<file path="src/assert_macros.svh">
// Assertion macros for the depthwise convolution block.
`ifndef ASSERT_MACROS_SVH
`define ASSERT_MACROS_SVH
`ifndef SYNTHESIS
`define ASSERT_IMPLIES(label, clk, rstn, a, c) \
    label: assert property (@(posedge clk) disable iff (!rstn) (a) |-> (c)) \
        else $error("assertion failed");
`define ASSERT_NEXT(label, clk, rstn, a, c) \
    label: assert property (@(posedge clk) disable iff (!rstn) (a) |=> (c)) \
        else $error("assertion failed");
`else
`define ASSERT_IMPLIES(label, clk, rstn, a, c)
`define ASSERT_NEXT(label, clk, rstn, a, c)
`endif
`endif

</file>
<file path="src/dwc_pkg.sv">
package dwc_pkg;
    localparam int DEF_MAX_CHANNELS = 256;
    localparam int DEF_MAX_TAPS = 64;
    localparam logic [1:0] KIND_PARAM = 2'd0;
    localparam logic [1:0] KIND_WEIGHT = 2'd1;
    localparam logic [1:0] KIND_TAP = 2'd2;
    localparam logic [1:0] REG_IN_ZP = 2'd0;
    localparam logic [1:0] REG_OUT_ZP = 2'd1;
    localparam logic [1:0] REG_ACT_MIN = 2'd2;
    localparam logic [1:0] REG_ACT_MAX = 2'd3;
    localparam logic signed [7:0] INT8_MIN = -8'sd128;
    localparam logic signed [7:0] INT8_MAX = 8'sd127;

    typedef struct packed {
        logic [7:0]         channel;
        logic signed [31:0] bias;
        logic [30:0]        multiplier;
        logic signed [5:0]  shift;
        logic signed [31:0] acc;
    } rq_req_t;
endpackage

</file>
<file path="src/dwc_outq.sv">
module dwc_outq
    import dwc_pkg::*;
(
    input  logic              aclk,
    input  logic              aresetn,
    input  logic              wr_en,
    input  logic [7:0]        wr_channel,
    input  logic signed [7:0] wr_value,
    output logic [3:0]        count,
    output logic              m_valid,
    input  logic              m_ready,
    output logic [7:0]        m_out_channel,
    output logic signed [7:0] m_result
);
    logic [15:0] mem [8];
    logic [2:0] wp_reg, rp_reg;
    logic [3:0] cnt_reg;
    logic rd;

    assign rd = m_valid && m_ready;
    assign m_valid = (cnt_reg != 4'd0);
    assign {m_out_channel, m_result} = mem[rp_reg];
    assign count = cnt_reg;

    always_ff @(posedge aclk) begin
        if (wr_en) begin
            mem[wp_reg] <= {wr_channel, wr_value};
        end
    end

    always_ff @(posedge aclk) begin
        if (!aresetn) begin
            wp_reg <= '0;
            rp_reg <= '0;
            cnt_reg <= '0;
        end else begin
            if (wr_en) wp_reg <= wp_reg + 3'd1;
            if (rd) rp_reg <= rp_reg + 3'd1;
            cnt_reg <= cnt_reg + {3'd0, wr_en} - {3'd0, rd};
        end
    end
endmodule

</file>
<file path="config.mk">
export PLATFORM = sky130hd
export DESIGN_NAME = dwc_outq
export DESIGN_NICKNAME = d
export VERILOG_FILES = /design/src/assert_macros.svh /design/src/dwc_pkg.sv /design/src/dwc_outq.sv
export SDC_FILE = /design/constraint.sdc
export NUM_CORES = 1
export LEC_CHECK = 0
export BUFFER_PORTS_ARGS = -buffer_cell sky130_fd_sc_hd__buf_4
export CORE_MARGIN = 4
export CORE_UTILIZATION = 55
export DETAILED_ROUTE_END_ITERATION = 10
export PLACE_DENSITY_LB_ADDON = 0.12
export SLEW_MARGIN = 20
export SYNTH_ARGS = -nofsm -noshare
export SYNTH_HDL_FRONTEND = slang
export SYNTH_SLANG_ARGS = --single-unit
</file>
<file path="constraint.sdc">
create_clock -name aclk -period 6.35 [get_ports aclk]
set_clock_uncertainty 0.2 [all_clocks]
set_input_delay 0.635 -clock aclk [delete_from_list [all_inputs] [get_ports aclk]]
set_output_delay 0.635 -clock aclk [all_outputs]
set_load 0.01 [all_outputs]
</file>
# Yosys cells after proc, flatten, opt, wreduce, memory -nomap -nowiden
# Memories as Yosys holds them, arrays and structs flattened. A register that Yosys moved wholly into a read port is not among the register bits.
# Index checks and enable logic that the tools add are counted.
dict set report word_totals {
  mem_bits_rw 128
  n_memories 1
  regBits 10
  latchBits 0
  out_inout_bits 21
  romBits 0
}
dict set report classes {
  n_mul 0
  bitwise_logic 0
  add_sub_neg 4
  div_mod_pow 0
  n_reduce_logical 2
  shifts 0
  order_cmp 0
  muxes 4
  n_eq_ne 0
}
# name depth word_bits rd rd_clocked_by_memory_dff write_ports line_no
set memory_table {}
lappend memory_table {mem 8 16 1 1 1 dwc_outq.sv:15} ;# logic [15:0] mem [8];
# op n
set op_table {}
lappend op_table {{adder 3 x 1 -> 3 bit (second input constant)} 2}
lappend op_table {{two-way mux 3 bit} 2}
lappend op_table {{adder 4 x 1 -> 4 bit} 1}
lappend op_table {{nonzero test 4 bit} 1}
lappend op_table {{subtractor 4 x 1 -> 4 bit} 1}
lappend op_table {{two-way mux 1 bit} 2}
lappend op_table {{logical AND 1 bit} 1}

# Depth between registers and ports, before layout
# Gate-level depths: netlist of run 1.
dict set report depth {
  word_depth 4
  mapped_depth 10
  depth_no_buf 10
}

# Worst setup path before layout of run 1
# No wires, ideal clock.
dict set report synth_path {
  kind {input-to-reg}
  from {input port wr_en}
  to {memory mem[0][0], enable pin}
  required_ps 5741
  setup_time_ps 409
  setup_slack_ps 3878
  path_stages 2
  n_path_buf 0
  arrival_ps 1863
  path_cell_list {nand2b_1 nor3_1}
}
dict set report synth_via {
  elab_chain_cells 2
}
# element line_no
set synth_lines {}
lappend synth_lines {{start: declaration} dwc_outq.sv:6} ;# input logic wr_en,
lappend synth_lines {{two-way mux 1 bit} dwc_outq.sv:26} ;# if (wr_en) begin
lappend synth_lines {{two-way mux 1 bit (implied by the code)} dwc_outq.sv:27} ;# mem[wp_reg] <= {wr_channel, wr_value};
lappend synth_lines {{end: declaration} dwc_outq.sv:15}
# No other way between the ends.

==> metrics.md, run 1 <==
| Metric | Value |
|---|---|
| Leading cell types by count after synthesis | edfxtp_1 (128), mux4_1 (28), mux2_2 (16) |
| Core area | between 9000 and 10000 sq um |
| RePlAce Congestion | approximately 0.70 |
| FF-to-FF End | count[3]$_SDFF_PN0_ |
| Cell-internal power | slightly below 2 mW |
| # port buffers | 40 |
| Chip height | 108.8 um |
| DR iter-0 viols | roughly 140 |
| Number of library cell types mapped by synthesis | 26 |
| Post-Syn Area | around 5600 sq um |
| Critical path type | reg2out |
| Net switching power figure | between 0.5 and 0.6 mW |
| Crit path depth | 3 |
| Max Clk Rate | about 290 MHz |
| Slowest cell on the critical path | dfxtp_2 |
| Area of the die | around 12000 sq um |
| Detailed Route WL | roughly 9.6 mm |
| Combinational fraction of design power | between 10% and 20% |
| Reg2reg setup slack | 3850 ps |
| DR vias/cell | about 5.5 |
| CP Launch Type | register |
| Post-cts hold buffer count | 0 |
| Met2 wire length | 4.756 mm |
| Reg clk slew, reported paths | roughly 60 ps |
| Area taken by multi-input logic gates | roughly 1400 sq um |
| RSZ-0062 raised after global routing | no |
| Register share of total power | ~44% |
| CTS root buffer | clkbuf_8 |
| Worst vdd ir | between 0.2 and 0.25 mV |
| Pin count of the biggest net entering global routing | 33 |
| WP buf/inv | 1 |
| Outcome | finished, final reports clean |
| Post-synth EDFFs | 128 |
| Post-synthesis cell count | 257 |
| H-Tree Depth | 4 |
| Detail Route Antenna Nets | 0 |
| CTS tree | built |
| Hold path depth | 1 |
| Top-count cell post-synth | edfxtp_1 |
| GRT Total Usage | between 15 and 20% |
| First-pass detailed-route iteration total | 4 |
| Post-CTS setup buffer count | 0 |
| Max Used Layer | met4 |
| Cell Rows | 36 |
| Filler cells | approximately 690 |
| FF/Latch Area | roughly 4100 sq um |
| Final setup viols | 0 |
| Reg2reg start | count[2]$_SDFF_PN0_ |
| Max incr delay on CP | 1000 ps |
| Power per Cell Area | about 380 nW/um^2 |
| Switching Share | between 20% and 30% |
| Ranking of synthesized cells by area | edfxtp_1 (69%), mux4_1 (13%), dfxtp_1 (4.7%), mux2_2 (3.2%), mux2i_1 (1.6%) |
| Min-Delay Path Class | in2reg |
| Num CTS Buffers | 17 |
| Routed vias | ~2500 |
| Largest area contributor in the netlist | edfxtp_1 |
| Period minus WS final | roughly 3500 ps |
| Crit-path max FO | 32 |
| Post-synth ARST share | 0% |
| Yosys Warn Count | 0 |
| Antenna cell count | 0 |
| Syn_area_per_cell | roughly 22 sq um |
| First-pass GRT wire length | around 15 mm |
| Main synth FF type | edfxtp_1 |
| MaxCap Viol Count | 0 |
| Leak | between 2 and 2.5 nW |
| Insertion delay to the later sink of the worst-skew pair | between 500 and 600 ps |
| Clock Sinks | ~140 |
| M1 WL | 4.251 mm |
| CP Capture Point | m_out_channel[6] |
| GRT overflow | 0 |
| Cell Chain, Critical Path | mux4_1 > mux2_2 > buf_4 |
| Layout cells sized above 1 | around a third |
| Worst Tran Pin Value | 1030 ps |
| Clock share of power | between 40% and 50% |
| WL met3 | a little under 500 um |
| Max Root-Sink Buffers | 2 |
| CP arrival | between 2000 and 3000 ps |
| Yosys reg bits | approximately 140 |
| Max reg flops | 128 |
| IO Pins | 41 |
| Final Hold Vio Count | 0 |
| Hpwl dp | approximately 5.7 mm |
| WL per Instance | 20.83 um |
| CP Data Required Time | approximately 5500 ps |
| Cell count of the worst reg-to-reg path | 9 |
| Initial Utilization | approximately 57% |
| Fin Setup TNS | 0 ps |
| Mapped Nets | approximately 280 |
| Seq/Total Area, Yosys | roughly three quarters |
| Nets | 341 |
| Slew HR | a little under a third |
| Top Family by Delay on Critical Path | flip-flops |
| Initial antenna violation count | 0 |
| Post-CTS Resized | 0 |
| Die Wd | 108.8 um |
| Area grow syn2layout | 20.22% |
| Slew Limit Fails | 0 |
| Post-synth top area share | about 69% |
| Residual DRC count | 0 |
| Layout Utilization | 68.35% |
| Total power | around 2.5 mW |
| Vias in the first global route | 2672 |
| Crit end category | output pin |
| Largest register by flop count | mem |
| Period utilization | between 50 and 60% |
-- placed cells by master, fill, tap and decap left out, types with 2 or more instances in the layout --
master / count
mux2_2: 16
mux4_1: 28
edfxtp_1: 128
and2_1: 4
xnor2_1: 2
nor3_2: 2
nand2b_1: 6
inv_1: 4
clkbuf_16: 16
buf_4: 48
ha_1: 6
clkinv_4: 3
nor2_1: 7
mux4_2: 4
clkbuf_1: 2
dfxtp_1: 11
dfxtp_2: 2
mux2i_1: 9
inv_6: 2
nor2b_1: 2
nand2_1: 9
bufinv_16: 6
-- stage by stage --
| stage | cells | hold slack, ps | worst slack (ps) | cell area (sq um) |
|---|---|---|---|---|
| 6_report | 460 | 143.7 | 2874 | 6711 |
| 5_1_grt | 460 | 142.2 | 2748 | 6711 |
| 3_5_place_dp | 428 | 269.6 | 3385 | 6053 |
| 3_3_place_gp | 428 | 259.6 | 3385 | 6053 |
| 2_1_floorplan | 257 | 255.5 | 3878 | 5583 |
| 4_1_cts | 460 | 133.6 | 2813 | 6711 |
-- layout make-up --
class	instances	area share, %
repair buffers	48	5.369
inverters	4	0.2237
clock inverters	13	3.523
multi-input cells	102	20.94
clock buffers	19	6.283
well taps	133	2.479
flip-flops and latches	141	61.19
-- how the worst min path moves through the flow --
stage	from	endpoint	slack, ps
after floorplan	rp_reg[2]$_SDFFE_PN0P_	register	260
after global placement	rp_reg[2]$_SDFFE_PN0P_	register	260
after detailed placement	rp_reg[2]$_SDFFE_PN0P_	register	270
after CTS	wr_value[1]	mem[0][1]$_DFFE_PP_	130
after global routing	wr_channel[4]	mem[7][12]$_DFFE_PP_	140
final	wr_value[1]	mem[2][1]$_DFFE_PP_	140
-- power groups by stage --
stage / combinational, mW / clock (mW) / sequential (mW)
2_1_floorplan: 0.259 / 0 / 1.09
3_3_place_gp: 0.347 / 0 / 1.13
3_5_place_dp: 0.354 / 0 / 1.13
4_1_cts: 0.357 / 1.10 / 1.12
5_1_grt: 0.382 / 1.15 / 1.12
6_report: 0.351 / 1.08 / 1.11
-- routing by layer --
| layer | global-route usage [%] | vias to the layer above |
|---|---|---|
| met2 | 28.33 | 62 |
| li1 | - | 1182 |
| met5 | 0 | - |
| met4 | 6.492 | 0 |
| met3 | 3.671 | 9 |
| met1 | 24.81 | 1286 |
-- cells by family (layout without fill, tap and decap cells) --
logic type | after synthesis | in the layout | synth area share (%)
AOI/OAI and AO/OA | 2 | 2 | 0.2241
xor gates and xnor gates | 3 | 3 | 0.4707
adders and majority gates | 7 | 7 | 1.703
buffers and inverters | 14 | 84 | 1.501
DFF | 141 | 141 | 73.51
muxes | 57 | 57 | 19.63
and+or+nand+nor | 33 | 33 | 2.958
(Power assumes the default switching activity.)
==> run 2, diff against run 1 <==
Clock period 6.35 ns to 3.4 ns, I/O delays scaled along.
==> run 2 against run 1 <==
- total power up 75%
- setup slack lost 2400 ps
- critical path type unchanged
- die area unchanged
- largest cell class unchanged
- critical path depth up 1
- core utilization is 1.6 points higher
- wire length increased by 1.6%
- cell area rose by 2.4%
- sequential power is 84% higher
- critical endpoint is now m_out_channel[4]
==> metrics.md, run 2 (same netlist as run 1, synthesis figures left out) <==
| Metric | Value |
|---|---|
| Outcome | finished, final reports clean |
| FF/Latch Area | 4105 sq um (about the same) |
| WL per Instance | 20.03 um (-3.8%) |
| Cell Rows | 36 (unchanged) |
| Cell-internal power | 3.368 mW (+70%) |
| Max reg flops | 128 (unchanged) |
| GRT Total Usage | 18.52% (+0.68 points) |
| Switching Share | 24.27% (+2.2 points) |
| Vias in the first global route | 2840 (+6.3%) |
| Reg2reg setup slack | 960 ps (-2890 ps) |
| Post-CTS Resized | 0 (unchanged) |
| Residual DRC count | 0 (unchanged) |
| Clock Sinks | 141 (unchanged) |
| Register share of total power | 45.9% (+2.2 points) |
| Die Wd | 108.8 um (unchanged) |
| Combinational fraction of design power | 16.4% (+2.6 points) |
| Max Clk Rate | roughly 340 MHz |
| Reg2reg start | count[2]$_SDFF_PN0_ |
| DR vias/cell | 5.508 (-0.21%) |
| Worst Tran Pin Value | 656.5 ps (-373.9 ps) |
| Initial antenna violation count | 0 (unchanged) |
| FF-to-FF End | count[3]$_SDFF_PN0_ |
| CP Capture Point | m_out_channel[4] |
| Core area | 9819 sq um (unchanged) |
| Largest register by flop count | mem |
| Slew HR | 56.07% (+25 points) |
| Reg clk slew, reported paths | 60 ps (about the same) |
| DR iter-0 viols | 141 (-1.4%) |
| Crit-path max FO | 18 (-44%) |
| GRT overflow | 0 (unchanged) |
| Most common cell after layout, fill and taps aside | edfxtp_1 |
| MaxCap Viol Count | 0 (unchanged) |
| Final Hold Vio Count | 0 (unchanged) |
| Total power | 4.448 mW (+75%) |
| First-pass GRT wire length | 15.38 mm (+3.2%) |
| Min-Delay Path Class | reg2reg |
| Slew Limit Fails | 0 (unchanged) |
| Worst vdd ir | 0.3266 mV (+38%) |
| Leak | 2.413 nW (+2.7%) |
| Hpwl dp | 6.055 mm (+6.0%) |
| Insertion delay to the later sink of the worst-skew pair | 510 ps (about the same) |
| Area grow syn2layout | 23.08% |
| First-pass detailed-route iteration total | 4 (unchanged) |
| CTS root buffer | clkbuf_8 |
| Antenna cell count | 0 (unchanged) |
| Cell count of the worst reg-to-reg path | 9 (unchanged) |
| RSZ-0062 raised after global routing | no |
| Power per Cell Area | 647.3 nW/um^2 (+71%) |
| Initial Utilization | 56.86% (unchanged) |
| Placed Cells incl. Taps | 435 (+1.6%) |
| Layout cells sized above 1 | 31.16% (-0.64 points) |
| Most frequent cells in the layout | edfxtp_1 (128), buf_4 (53), mux4_1 (28) |
| # port buffers | 40 (unchanged) |
| IO Pins | 41 (unchanged) |
| Filler cells | 653 (-4.9%) |
| Period minus WS final | 2935 ps |
| Crit end category | output pin |
| Num CTS Buffers | 17 (unchanged) |
| Detailed Route WL | 9.735 mm (+1.6%) |
| Period utilization | 86.33% |
| CP Launch Type | register |
| Layout Utilization | 69.98% (+1.6 points) |
| CP Data Required Time | 2860 ps (-2650 ps) |
| Fin Setup TNS | 0 ps (unchanged) |
| Max Root-Sink Buffers | 2 (unchanged) |
| Net switching power figure | 1.080 mW (+92%) |
| Routed vias | 2677 (+5.4%) |
| RePlAce Congestion | 0.6926 (-0.92%) |
| H-Tree Depth | 4 (unchanged) |
| Chip height | 108.8 um (unchanged) |
| CP arrival | 2400 ps (-240 ps) |
| Final setup viols | 0 (unchanged) |
| Critical path type | reg2out |
| Final Instance Count excl. Fillers | 486 (+5.7%) |
| Area taken by multi-input logic gates | 1405 sq um (unchanged) |
| Detail Route Antenna Nets | 0 (unchanged) |
| Placed inst area | 6130 sq um (+1.3%) |
| Nets | 367 (+7.6%) |
| Area of the die | 11830 sq um (unchanged) |
| Clock share of power | 37.8% (-4.8 points) |
| Final instance area | 6872 sq um (+2.4%) |
| CTS tree | built |
| Pin count of the biggest net entering global routing | 25 (-24%) |
==> run 2: cell types whose count changed in the layout (fill, tap and decap cells not counted), sizes merged <==
cell / before / now
inv: 6 / 9
dlygate4sd3: 0 / 19
bufinv: 6 / 1
clkbuf: 19 / 17
clkinvlp: 1 / 4
clkinv: 4 / 5
buf: 48 / 55
==> run 2: per-layer routing <==
layer | global-route usage [%] | wire length (um) | vias up
li1 | - | - | 1237
met1 | 23.36 | 4110 | 1370
met2 | 30.80 | 5146 | 53
met3 | 4.855 | 327 | 17
met4 | 7.484 | 151 | 0
met5 | 0 | 0 | -
==> run 2: cell type report <==
| type | count | share of cell area, % |
|---|---|---|
| clock buffer | 17 | 6.027 |
| clock inverter | 15 | 2.003 |
| multi-input combinational | 102 | 20.45 |
| inverter | 4 | 0.2185 |
| tap | 133 | 2.422 |
| timing repair buffer | 74 | 9.141 |
| sequential | 141 | 59.74 |
==> run 2: critical path: stages (launching register included) <==
cell,delay [ps]
dfxtp_2,620
buf_12,240
mux4_1,570
mux2_2,280
buf_4,140
==> run 2: repair_timing <==
action / CTS / global route
hold endpoints to repair: 141 / 0
hold buffers: 19 / 0
buffers inserted: 0 / 0
==> run 2: power groups by stage <==
| stage | logic (mW) | clock network, mW | registers, mW |
|---|---|---|---|
| 2_1_floorplan | 0.484 | 0 | 2.04 |
| 3_3_place_gp | 0.708 | 0 | 2.07 |
| 3_5_place_dp | 0.718 | 0 | 2.08 |
| 4_1_cts | 0.741 | 1.71 | 2.04 |
| 5_1_grt | 0.798 | 1.79 | 2.05 |
| 6_report | 0.728 | 1.68 | 2.04 |
==> run 2: worst min-delay path by stage <==
stage	from	to	slack [ps]	cells past startpoint
final	rp_reg[2]$_SDFFE_PN0P_	register	290	2
after global placement	rp_reg[2]$_SDFFE_PN0P_	rp_reg[2]$_SDFFE_PN0P_	260	2
after global routing	rp_reg[2]$_SDFFE_PN0P_	rp_reg[2]$_SDFFE_PN0P_	320	2
after detailed placement	rp_reg[2]$_SDFFE_PN0P_	register	280	2
after CTS	rp_reg[2]$_SDFFE_PN0P_	rp_reg[2]$_SDFFE_PN0P_	290	2
after floorplan	wr_value[0]	mem[0][0]$_DFFE_PP_	240	0
==> run 2: per-stage QoR <==
step,hold WS [ps],setup WS [ps]
2_1_floorplan,238.9,1020
3_3_place_gp,264.3,988.9
3_5_place_dp,283.6,961.5
4_1_cts,294.8,407.5
5_1_grt,320.1,352.7
6_report,292.1,464.9
==> run 3, diff against run 2 <==
Settings changed: BUFFER_PORTS_ARGS -buffer_cell sky130_fd_sc_hd__buf_4 to unset, DONT_BUFFER_PORTS set to 1.
==> run 3 against run 2 <==
- sequential share of layout area rose by 2.8 points
- sequential power is essentially flat
- cell count is 8.0% lower
- maximum frequency grew 1.7%
- via count decreased by 5.1%
- combinational power shrank 23%
- die area did not move
- first-iteration DRC count rose by 11%
- count of clock-buffer cells in the layout unchanged
- core utilization is 3.2 points lower
- non-clock buffer count down 39
- critical endpoint is now m_out_channel[6]
- largest cell class unchanged
- highest routed layer unchanged
==> metrics.md, run 3 (same netlist as run 1, synthesis figures left out) <==
| Metric | Value |
|---|---|
| WL per Instance | 21.19 um (+5.8%) |
| CP Data Required Time | 2860 ps (about the same) |
| Fin Setup TNS | 0 ps (unchanged) |
| Outcome | finished, final reports clean |
| Final instance area | 6561 sq um (-4.5%) |
| Vias in the first global route | 2649 (-6.7%) |
| Max incr delay on CP | 680 ps (+60 ps) |
| DR iter-0 viols | 157 (+11%) |
| Worst Tran Pin Value | 986.8 ps (+330.3 ps) |
| DR vias/cell | 5.685 (+3.2%) |
| Post-CTS Resized | 0 (unchanged) |
| Insertion delay to the later sink of the worst-skew pair | 520 ps (about the same) |
| Area of the die | 11830 sq um (unchanged) |
| Detail Route Antenna Nets | 0 (unchanged) |
| CTS root buffer | clkbuf_8 |
| RSZ-0062 raised after global routing | no |
| Pin count of the biggest net entering global routing | 19 (-24%) |
| Nets | 328 (-11%) |
| Power per Cell Area | 655.6 nW/um^2 (+1.3%) |
| Period utilization | 84.92% (-1.4 points) |
| Final Hold Vio Count | 0 (unchanged) |
| Post-CTS setup buffer count | 0 (unchanged) |
| Core area | 9819 sq um (unchanged) |
| Area grow syn2layout | 17.53% |
| Clock Sinks | 141 (unchanged) |
| MaxCap Viol Count | 0 (unchanged) |
| RePlAce Congestion | 0.6712 (-3.1%) |
| Largest register by flop count | mem |
| Num CTS Buffers | 17 (unchanged) |
| IO Pins | 41 (unchanged) |
| Worst vdd ir | 0.3650 mV (+12%) |
| Most common cell after layout, fill and taps aside | edfxtp_1 |
| Post-cts hold buffer count | 19 (unchanged) |
| Reg clk slew, reported paths | 60 ps (about the same) |
| Antenna cell count | 0 (unchanged) |
| Final setup viols | 0 (unchanged) |
| Critical path type | reg2out |
| Period minus WS final | 2887 ps (-47.67 ps) |
| First-pass GRT wire length | 14.90 mm (-3.1%) |
| First-pass detailed-route iteration total | 4 (unchanged) |
| Routed vias | 2541 (-5.1%) |
| Crit-path max FO | 17 (-1) |
| Placed inst area | 5824 sq um (-5.0%) |
| Initial antenna violation count | 0 (unchanged) |
| Max reg flops | 128 (unchanged) |
| GRT Total Usage | 17.82% (-0.69 points) |
| Die Wd | 108.8 um (unchanged) |
| # port buffers | 0 (-100%) |
| Max Clk Rate | 346.3 MHz (+1.7%) |
| Min-Delay Path Class | in2reg |
| Crit end category | output pin |
| Most frequent cells in the layout | edfxtp_1 (128), mux4_1 (28), dlygate4sd3_1 (19) |
| GRT overflow | 0 (unchanged) |
| CP arrival | 2350 ps (-50 ps) |
| Cell Rows | 36 (unchanged) |
| Leak | 2.236 nW (-7.3%) |
| Slowest cell on the critical path | dfxtp_2 |
| Slew HR | 34.12% (-22 points) |
| CTS tree | built |
| Layout cells sized above 1 | 23.25% (-7.9 points) |
| Max Root-Sink Buffers | 2 (unchanged) |
| Reg2reg setup slack | 840 ps (-120 ps) |
| Initial Utilization | 56.86% (unchanged) |
| Slew Limit Fails | 0 (unchanged) |
| H-Tree Depth | 4 (unchanged) |
| Hpwl dp | 5.630 mm (-7.0%) |
| Cell Chain, Critical Path | buf_12 > mux4_1 > mux2_2 |
| Detailed Route WL | 9.473 mm (-2.7%) |
| CP Launch Type | register |
| Residual DRC count | 0 (unchanged) |
| Chip height | 108.8 um (unchanged) |
==> run 3: changes by cell type in the layout (fill, tap and decap cells not counted), sizes merged <==
| cell | previous run | this run |
|---|---|---|
| buf | 55 | 16 |
| bufinv | 1 | 0 |
| clkinv | 5 | 6 |
| clkinvlp | 4 | 1 |
| inv | 9 | 12 |
==> run 3: worst max-delay path, delay by kind of cell (launching register included) <==
kind	cells	cell delay, ps
mux	2	890
flops	1	680
buf+inv	1	240
==> run 3: layout make-up <==
cell class	instances	area (sq um)
sequential	141	4105
fill	659	3258
multi-input combinational	102	1405
clock buffer	17	414.1
timing repair buffer	35	322.8
tap	133	166.4
clock inverter	15	132.6
inverter	4	15.01
==> run 3: power by group <==
group	switching [mW]	internal [mW]	total, mW	leakage [nW]
combinational	0.251	0.306	0.557	0.695
clock	0.752	0.925	1.68	0.271
sequential	0.101	1.97	2.07	1.27
==> run 3: final timing paths <==
check | cells past startpoint | from | to
max | 3 | register | m_out_channel[6]
min | 2 | wr_en | mem[0][11]$_DFFE_PP_
max reg2reg | 9 | count[2]$_SDFF_PN0_ | count[1]$_SDFF_PN0_
min reg2reg | 2 | rp_reg[2]$_SDFFE_PN0P_ | rp_reg[2]$_SDFFE_PN0P_
==> run 3: per-stage QoR <==
step           hold slack [ps]  setup slack (ps)  utilization (%)  total power [mW]  std cells
2_1_floorplan            238.9              1020                -             2.524        257
3_5_place_dp             239.2             883.6            59.31             2.631        396
6_report                 42.85             512.6            66.82             4.301        447
5_1_grt                  63.79             403.0            66.82             4.493        447
3_3_place_gp             239.2             925.5            59.31             2.620        396
4_1_cts                  19.11             441.8            66.82             4.347        447
==> run 3: routing by layer <==
layer  vias to the layer above  track usage (%)  wire length (um)
met5                         -                0                 0
met3                        11            5.565               459
met4                         0            6.492               115
met2                        57            27.36              4636
met1                      1314            24.35              4262
li1                       1159                -                 -
